--- config.mk ---
export PLATFORM = sky130hd
export DESIGN_NAME = key_value_line_parser
export DESIGN_NICKNAME = d
export VERILOG_FILES = /design/src/rtl/kvlp_pkg.sv /design/src/rtl/kvlp_step.sv /design/src/rtl/key_value_line_parser.sv
export VERILOG_INCLUDE_DIRS = /design/src /design/src/rtl
export SDC_FILE = /design/constraint.sdc
export NUM_CORES = 1
export LEC_CHECK = 0
export BUFFER_PORTS_ARGS = -buffer_cell sky130_fd_sc_hd__buf_2
export CELL_PAD_IN_SITES_DETAIL_PLACEMENT = 0
export CELL_PAD_IN_SITES_GLOBAL_PLACEMENT = 1
export CORE_UTILIZATION = 45
export DETAILED_ROUTE_END_ITERATION = 16
export GPL_ROUTABILITY_DRIVEN = 0
export PLACE_DENSITY = 0.91
export REMOVE_ABC_BUFFERS = 1
export SETUP_SLACK_MARGIN = 0.02
export SLEW_MARGIN = 0
export SYNTH_ARGS = -nofsm -noshare
export SYNTH_HDL_FRONTEND = slang
export SYNTH_SLANG_ARGS = --single-unit
export TNS_END_PERCENT = 5
--- constraint.sdc ---
create_clock -name i_clk -period 4.4 [get_ports i_clk]
set_clock_uncertainty 0.2 [all_clocks]
set_input_delay 0.66 -clock i_clk [delete_from_list [all_inputs] [get_ports i_clk]]
set_output_delay 0.66 -clock i_clk [all_outputs]
set_load 0.02 [all_outputs]
--- src/rtl/assert_macros.svh ---
// assertion macros used by key_value_line_parser
// no dependencies; bodies compile away when SYNTHESIS is defined
`ifndef ASSERT_MACROS_SVH
`define ASSERT_MACROS_SVH
`ifndef SYNTHESIS
`define KV_ASSERT(label, clk, rst_n, prop) \
    label: assert property (@(posedge clk) disable iff (!rst_n) prop) \
        else $error("assertion failed");
`define KV_ASSERT_ALWAYS(label, clk, prop) \
    label: assert property (@(posedge clk) prop) \
        else $error("assertion failed");
`else
`define KV_ASSERT(label, clk, rst_n, prop)
`define KV_ASSERT_ALWAYS(label, clk, prop)
`endif
`endif

--- src/rtl/kvlp_pkg.sv ---
// types and constants of the key/value line parser
// used by kvlp_step and key_value_line_parser
package kvlp_pkg;

    localparam int MAX_TOKEN_LEN = 256;
    localparam int CNT_W         = $clog2(MAX_TOKEN_LEN);

    localparam logic [7:0] CH_HASH  = 8'h23;
    localparam logic [7:0] CH_EQ    = 8'h3D;
    localparam logic [7:0] CH_CR    = 8'h0D;
    localparam logic [7:0] CH_LF    = 8'h0A;
    localparam logic [7:0] CH_SPACE = 8'h20;
    localparam logic [7:0] CH_TAB   = 8'h09;

    typedef enum logic [2:0] {
        M_PRE_KEY  = 3'd0,
        M_IN_KEY   = 3'd1,
        M_POST_KEY = 3'd2,
        M_PRE_VAL  = 3'd3,
        M_IN_VAL   = 3'd4,
        M_POST_VAL = 3'd5,
        M_COMMENT  = 3'd6,
        M_ERROR    = 3'd7
    } t_mode;

    typedef enum logic [2:0] {
        EV_NONE     = 3'd0,
        EV_KEY_CHAR = 3'd1,
        EV_KEY_END  = 3'd2,
        EV_VAL_CHAR = 3'd3,
        EV_COMMIT   = 3'd4,
        EV_ERROR    = 3'd5
    } t_event;

    typedef struct packed {
        logic [7:0] data_byte;
        logic       file_start;
    } t_kvlp_in;

    typedef struct packed {
        t_event      event_res;
        logic [7:0]  char_out;
        logic [7:0]  char_pos;
        logic [15:0] error_total;
    } t_kvlp_out;

    typedef struct packed {
        t_mode            mode;
        logic [CNT_W-1:0] count;
        logic [15:0]      errs;
    } t_kvlp_state;

endpackage

--- src/rtl/kvlp_step.sv ---
// next state and result of the line parser for one text byte
// depends on kvlp_pkg
module kvlp_step (
    input  kvlp_pkg::t_kvlp_state i_state,
    input  kvlp_pkg::t_kvlp_in    i_item,
    output kvlp_pkg::t_kvlp_state o_state,
    output kvlp_pkg::t_kvlp_out   o_result
);
    import kvlp_pkg::*;

    t_kvlp_state      cur;
    t_mode            m;
    logic [CNT_W-1:0] cnt;
    logic [15:0]      errs;
    logic [15:0]      errs_inc;
    logic [7:0]       ch;
    t_event           ev;
    logic             show;
    logic [CNT_W-1:0] pos;
    logic [CNT_W+7:0] pos_ext;
    logic             overlong;

    always_comb begin
        // file start clears everything before this byte
        if (i_item.file_start) begin
            cur.mode  = M_PRE_KEY;
            cur.count = '0;
            cur.errs  = '0;
        end else begin
            cur = i_state;
        end
        ch       = i_item.data_byte;
        errs_inc = (cur.errs != 16'hFFFF) ? cur.errs + 16'd1 : cur.errs;
        overlong = (cur.count >= CNT_W'(MAX_TOKEN_LEN - 1));
        m    = cur.mode;
        cnt  = cur.count;
        errs = cur.errs;
        ev   = EV_NONE;
        show = 1'b0;
        pos  = '0;

        if (ch == CH_CR || ch == CH_LF) begin
            if (cur.mode == M_IN_KEY || cur.mode == M_POST_KEY) begin
                ev   = EV_ERROR;
                errs = errs_inc;
            end else if (cur.mode == M_PRE_VAL || cur.mode == M_IN_VAL) begin
                ev = EV_COMMIT;
            end
            m   = M_PRE_KEY;
            cnt = '0;
        end else if (ch == CH_HASH) begin
            case (cur.mode)
                M_IN_KEY, M_POST_KEY: begin
                    ev   = EV_ERROR;
                    errs = errs_inc;
                    m    = M_ERROR;
                end
                M_PRE_KEY, M_POST_VAL: begin
                    m = M_COMMENT;
                end
                M_PRE_VAL, M_IN_VAL: begin
                    ev = EV_COMMIT;
                    m  = M_COMMENT;
                end
                default: begin
                end
            endcase
        end else if (ch == CH_EQ) begin
            case (cur.mode)
                M_IN_KEY: begin
                    ev  = EV_KEY_END;
                    cnt = '0;
                    m   = M_PRE_VAL;
                end
                M_POST_KEY: begin
                    m = M_PRE_VAL;
                end
                M_COMMENT, M_ERROR: begin
                end
                default: begin
                    ev   = EV_ERROR;
                    errs = errs_inc;
                    m    = M_ERROR;
                end
            endcase
        end else if (ch == CH_SPACE || ch == CH_TAB) begin
            if (cur.mode == M_IN_KEY) begin
                ev  = EV_KEY_END;
                cnt = '0;
                m   = M_POST_KEY;
            end else if (cur.mode == M_IN_VAL) begin
                ev = EV_COMMIT;
                m  = M_POST_VAL;
            end
        end else begin
            case (cur.mode)
                M_PRE_KEY: begin
                    ev   = EV_KEY_CHAR;
                    cnt  = CNT_W'(1);
                    m    = M_IN_KEY;
                    show = 1'b1;
                end
                M_PRE_VAL: begin
                    ev   = EV_VAL_CHAR;
                    cnt  = CNT_W'(1);
                    m    = M_IN_VAL;
                    show = 1'b1;
                end
                M_IN_KEY, M_IN_VAL: begin
                    if (overlong) begin
                        ev   = EV_ERROR;
                        errs = errs_inc;
                        m    = M_ERROR;
                    end else begin
                        pos  = cur.count;
                        cnt  = cur.count + CNT_W'(1);
                        ev   = (cur.mode == M_IN_KEY) ? EV_KEY_CHAR : EV_VAL_CHAR;
                        show = 1'b1;
                    end
                end
                M_POST_KEY, M_POST_VAL: begin
                    ev   = EV_ERROR;
                    errs = errs_inc;
                    m    = M_ERROR;
                end
                default: begin
                end
            endcase
        end

        // low byte of the token index
        pos_ext = {8'd0, pos};

        o_state.mode          = m;
        o_state.count         = cnt;
        o_state.errs          = errs;
        o_result.event_res    = ev;
        o_result.char_out     = show ? ch : 8'd0;
        o_result.char_pos     = show ? pos_ext[7:0] : 8'd0;
        o_result.error_total  = errs;
    end

endmodule

--- src/rtl/key_value_line_parser.sv ---
// a word taken into the input register is parsed and its result written to the result register once that can move on
// throughput: one text byte per cycle while the output is not stalled, set by the combinational parser state update
// the input register takes a new word whenever the result register moves on
// reset (synchronous, active low) empties both registers and puts the parser
// before a key with zero token length and zero error count
module key_value_line_parser (
    input  logic                i_clk,
    input  logic                i_rst_n,
    input  logic                i_in_valid,
    output logic                o_in_stall,
    input  kvlp_pkg::t_kvlp_in  i_in_item,
    output logic                o_out_valid,
    input  logic                i_out_stall,
    output kvlp_pkg::t_kvlp_out o_out_item
);
    import kvlp_pkg::*;
`include "assert_macros.svh"

    logic        r_in_valid;
    t_kvlp_in    r_in_item;
    logic        r_out_valid;
    t_kvlp_out   r_out_item;
    t_kvlp_state r_state;
    t_kvlp_state n_state;
    t_kvlp_out   n_out_item;
    logic        fire;

    kvlp_step u_step (
        .i_state  (r_state),
        .i_item   (r_in_item),
        .o_state  (n_state),
        .o_result (n_out_item)
    );

    assign fire       = r_in_valid && (!r_out_valid || !i_out_stall);
    assign o_in_stall = r_in_valid && r_out_valid && i_out_stall;

    always_ff @(posedge i_clk) begin
        if (!i_rst_n) begin
            r_in_valid    <= 1'b0;
            r_out_valid   <= 1'b0;
            r_state.mode  <= M_PRE_KEY;
            r_state.count <= '0;
            r_state.errs  <= '0;
        end else begin
            if (!o_in_stall) begin
                r_in_valid <= i_in_valid;
            end
            if (fire) begin
                r_out_valid <= 1'b1;
                r_state     <= n_state;
            end else if (!i_out_stall) begin
                r_out_valid <= 1'b0;
            end
        end
    end

    always_ff @(posedge i_clk) begin
        if (!o_in_stall) begin
            r_in_item <= i_in_item;
        end
        if (fire) begin
            r_out_item <= n_out_item;
        end
    end

    assign o_out_valid = r_out_valid;
    assign o_out_item  = r_out_item;

    // inside a token the length is never zero
    `KV_ASSERT(a_token_len, i_clk, i_rst_n,
        (r_state.mode == M_IN_KEY || r_state.mode == M_IN_VAL) |-> (r_state.count != '0))
    `KV_ASSERT(a_count_range, i_clk, i_rst_n,
        r_state.count <= CNT_W'(MAX_TOKEN_LEN - 1))
    `KV_ASSERT(a_err_counted, i_clk, i_rst_n,
        (r_out_valid && r_out_item.event_res == EV_ERROR) |-> (r_out_item.error_total != 16'd0))
    `KV_ASSERT(a_no_stall_empty, i_clk, i_rst_n,
        !r_out_valid |-> !o_in_stall)
    `KV_ASSERT(a_state_moves_on_fire, i_clk, i_rst_n,
        !fire |=> $stable(r_state))

endmodule
## Word level (Yosys, flattened, before mapping)

Cells that the tools add are included.

- Logic and storage cells: 101
- Bits in registers: 73
- Bits of input ports: 13
- Output and inout port bits: 37

- Add/subtract/negate cells: 2
- Bitwise operators: 2
- Reductions and logical operators: 21
- $lt $le $gt $ge: 1
- Eq/ne operators: 15
- Muxes and demuxes: 49

Operator list:

| cell | count |
|---|---|
| $mux 16 | 9 |
| $mux 3 | 16 |
| $mux 8 | 6 |
| $pmux 16 s2 | 1 |
| $mux 27 | 1 |
| $eq 8x4->1 const B | 3 |
| $eq 8x6->1 const B | 3 |
| $pmux 3 s2 | 4 |
| $pmux 3 s4 | 2 |
| $add 16x1->16 const B | 1 |
| $ne 16x16->1 const B | 1 |
| $pmux 8 s2 | 1 |
| $eq 3x3->1 const B | 4 |
| $reduce_or 2->1 | 6 |
| $add 8x1->8 const B | 1 |
| $ge 8x8->1 const B | 1 |
| $reduce_or 4->1 | 2 |
| $mux 1 | 7 |
| $reduce_or 7->1 | 1 |
| $eq 3x2->1 const B | 2 |
| $logic_or 1x1->1 | 5 |
| $eq 3x1->1 const B | 1 |
| $logic_and 1x1->1 | 3 |
| $logic_not 3->1 | 1 |
| 6 further kinds | 8 |

## Logic depth before layout (Yosys ltp)

- Word-level depth: 10
- Gate-level depth with buffers: 13
- Mapped depth without buffers: 11

## Modules after synthesis

From an unflattened synthesis, not the netlist that was laid out.

- Cells, all modules: 441
- Area, all modules: 4,165.2 um2

By module, submodules not included:

| module | cells an instance | sequential area each (um2) | instances | area each (um2) |
|---|---|---|---|---|
| key_value_line_parser | 169 | 1,901.8 | 1 | 2,493.6 |
| kvlp_step | 272 | 0.0 | 1 | 1,671.6 |

## Least setup slack after synthesis

OpenSTA, ideal clock, no wires.

- Path kind: register -> register
- Start point: register r_in_item[0] in the netlist's numbering
- End point: register r_out_item, in the netlist o_out_item[12], data pin
- Path slack: 959 ps
- Data arrival time: 2,981 ps
- Required time: 3,940 ps
- Cell stages (with the launch flop): 13
- Path buffers: 4
- Setup time: 260 ps
- Period minus slack after synthesis: 3,441 ps
- Cells stage by stage: edfxtp_1 -> buf_1 -> clkbuf_1 -> buf_1 -> nor2b_1 -> ha_1 -> and4_2 -> a21oi_1 -> o221a_4 -> o311ai_4 -> buf_6 -> nand3_1 -> mux2_2

RTL lines:

| what | line | source |
|---|---|---|
| from (decl) | key_value_line_parser.sv:20 | `t_kvlp_in r_in_item;` |
| from (signal assigned) | key_value_line_parser.sv:60 | `r_in_item <= i_in_item;` |
| to (signal assigned) | key_value_line_parser.sv:63 | `r_out_item <= n_out_item;` |
| to (decl) | key_value_line_parser.sv:22 | `t_kvlp_out r_out_item;` |

==> impl_metrics.tcl <==
set metrics [dict create \
    status "finished clean" \
    ys_seq_elements 73 \
    synth_top_cell_by_area "edfxtp_1" \
    synthCells 428 \
    dr.pass1.iters 5 \
    synth_top_area_share_pct 33.2 \
    area_growth_pct 13.1 \
    pre_cts_slack_ns 1.11 \
    synth_edf_count 44 \
    cts_root_buf "clkbuf_8" \
    hold_slack_ns 0.273 \
    slowest_stage "o311ai_4" \
    clkTransAtPathRegs_ns 0.08 \
    grt_pass1_vias 3290 \
    critPathKind "reg2reg" \
    post_cts_resized 0 \
    worstSkewPairLatency_ns 0.36 \
    ys_types 67 \
    cts_made_buffers 9 \
    relSlewSlack_pct 46.4 \
    post_drt_wl_per_cell_um 16.6 \
    slew_violations 0 \
    required_ns 4.48 \
    gr-total-overflow 0 \
    slowest_delay_ns 0.71 \
    drt_iter0_markers 256 \
    p_leak_nw 1.63 \
    period_share_pct 75.4 \
    vdd_drop_max_mv 0.163 \
    cp.arrival_ns 3.39 \
    detail_route.vias_per_cell 6.09 \
    fin_nets 489 \
    rsz0062_at_grt "no" \
    ys_warn_count 0 \
    antenna_found_initial 0 \
    synth_flop_cell "edfxtp_1" \
    setup_viol 0 \
    seq_area_frac_synth_pct 47.8 \
    fmax_mhz 301 \
    fp.dieArea_mm2 0.00922 \
    drc 0 \
    finalWorstSetupSlack_ns 1.08 \
    ys_top_cells_by_area "edfxtp_1 33%, dfxtp_1 15%, nand2_1 4.2%, nor2_1 4.1%, a21oi_1 3.3%" \
    startpoint_type "register" \
    min_period_ns 3.32 \
    start_util_pct 47.5 \
    vias 3560 \
    tightest_slew_ns 0.803 \
    die_h_um 96.0 \
    clkSinkCount 73 \
    drt_wl_total_um 9710 \
    hold_violations 0 \
    rows 33 \
    cts_hold_buffers 0 \
    path_cells "clkinv_1 > nand2_1 > inv_1 > ha_1 > and4_2 > a21oi_1 > o221a_4 > o311ai_4 > nand2_4 > or4_1 > a31oi_1" \
    syn-cell-area_mm2 0.00398 \
    grt_pass1_wl_um 16000 \
    htreeDepth 3 \
    cts_setup_buffers 0 \
    tns_ns 0 \
    cts_buffer_depth 2 \
    hpwl_um 6740 \
    grt_usage_pct 22.8 \
    fp.coreArea_mm2 0.00838 \
    cts_tree "yes" \
    finalCoreUtilization_pct 53.7 \
    power_density_mw_per_mm2 310 \
    crit_fanout 17 \
    drtAntennaViolNets 0 \
    dieWidth_um 96.0 \
    synthArstFlopShare_pct 0 \
    avgSynthCellArea_um2 9.30 \
    end_kind "register" \
    ios 50 \
    drive_above_1_share_pct 17.9 \
    grt_max_degree 40 \
    min_path_type "in2reg" \
    cap_violations 0 \
    io_buffers 49 \
    n_antenna_cell 0 \
]
[cells by family (layout without fill, tap and decap cells)]
logic type	Yosys count	after routing	synth area share, %
AOI/OAI and AO/OA	109	109	18.8
buffers and inverters	36	88	3.74
DFF	73	73	47.8
adders and majority gates	1	1	0.314
muxes	8	8	2.11
xor gates and xnor gates	11	11	2.42
and+or+nand+nor	190	190	24.8
[area by class of cell]
type | instances | area [µm²]
sequential | 73 | 1900
clock inverter | 4 | 45.0
fill | 768 | 3880
inverter | 16 | 60.1
clock buffer | 12 | 135
tap | 105 | 131
multi-input combinational | 319 | 1930
timing repair buffer | 56 | 298
[placed cells by master (no fill, tap or decap), types with 7 or more instances in the layout]
cell type	n
o21ai_0	21
nor2_1	44
nand3_1	16
inv_1	15
nor2b_1	15
nand2_1	45
buf_2	49
nor3_1	13
buf_4	7
dfxtp_1	29
a31oi_1	10
nand4_1	9
edfxtp_1	44
and3_1	8
a21oi_1	26
clkbuf_8	9
[worst max-delay path: cells and delay by family (launching register included)]
kind                     cells  cell delay [ns]
buffers and inverters        2             0.15
adder cells (fa/ha/maj)      1             0.15
flip-flops                   1             0.44
AO/OA/AOI/OAI                4             1.25
AND/OR/NAND/NOR              4             1.03
[layer usage]
metal / part of all wire [%] / global-route usage [%] / wire length (µm)
met5: 0 / 0 / 0
met4: 1.9 / 8.21 / 188
met1: 42 / 28.8 / 4120
met3: 6.3 / 5.37 / 615
met2: 49 / 37.9 / 4780
[Yosys cell counts, types with 5 or more instances]
cell	instances
nand4_1	9
a21oi_1	26
and3_1	8
clkbuf_1	12
nand3_1	16
nor3_1	13
a31oi_1	10
xor2_1	6
xnor2_1	5
o21ai_0	21
nor2_1	44
nand2_1	45
nor2b_1	15
dfxtp_1	29
o22ai_1	6
o21a_1	6
inv_1	15
a41oi_1	5
or3_1	6
edfxtp_1	44
and2_1	5
mux2i_1	5
[final timing paths]
kind	start	end	slack, ns	cells after the start
worst max-delay path	r_in_item[0]	r_state[7]	1.08	11
worst min-delay path	i_in_item[2]	r_in_item[2]	0.27	1
worst max register to register	r_in_item[0]	r_state[7]	1.08	11
worst min register to register	r_in_valid	o_out_valid	0.30	2
[through the flow]
stage / area (µm²) / power (mW) / std cells
final: 4500 / 1.39 / 585
after global routing: 4500 / 1.45 / 585
after CTS: 4500 / 1.40 / 585
after detailed placement: 4320 / 0.895 / 569
after global placement: 4320 / 0.892 / 569
after floorplan: 3890 / 0.848 / 408
[registers in the layout (all words and copies together), names as in the netlist]
| register | cells |
|---|---|
| o_out_item | 35 |
| o_out_valid | 1 |
| r_in_item | 9 |
| r_in_valid | 1 |
| r_state | 27 |
[where the power goes]
part	leakage (nW)	internal, mW	total (mW)	switching, mW
combinational	0.888	0.0365	0.119	0.0824
sequential	0.648	0.746	0.761	0.0155
clock	0.0941	0.260	0.514	0.254
total	1.63	1.04	1.39	0.352
No activity file was read; power rests on OpenSTA's default activity.
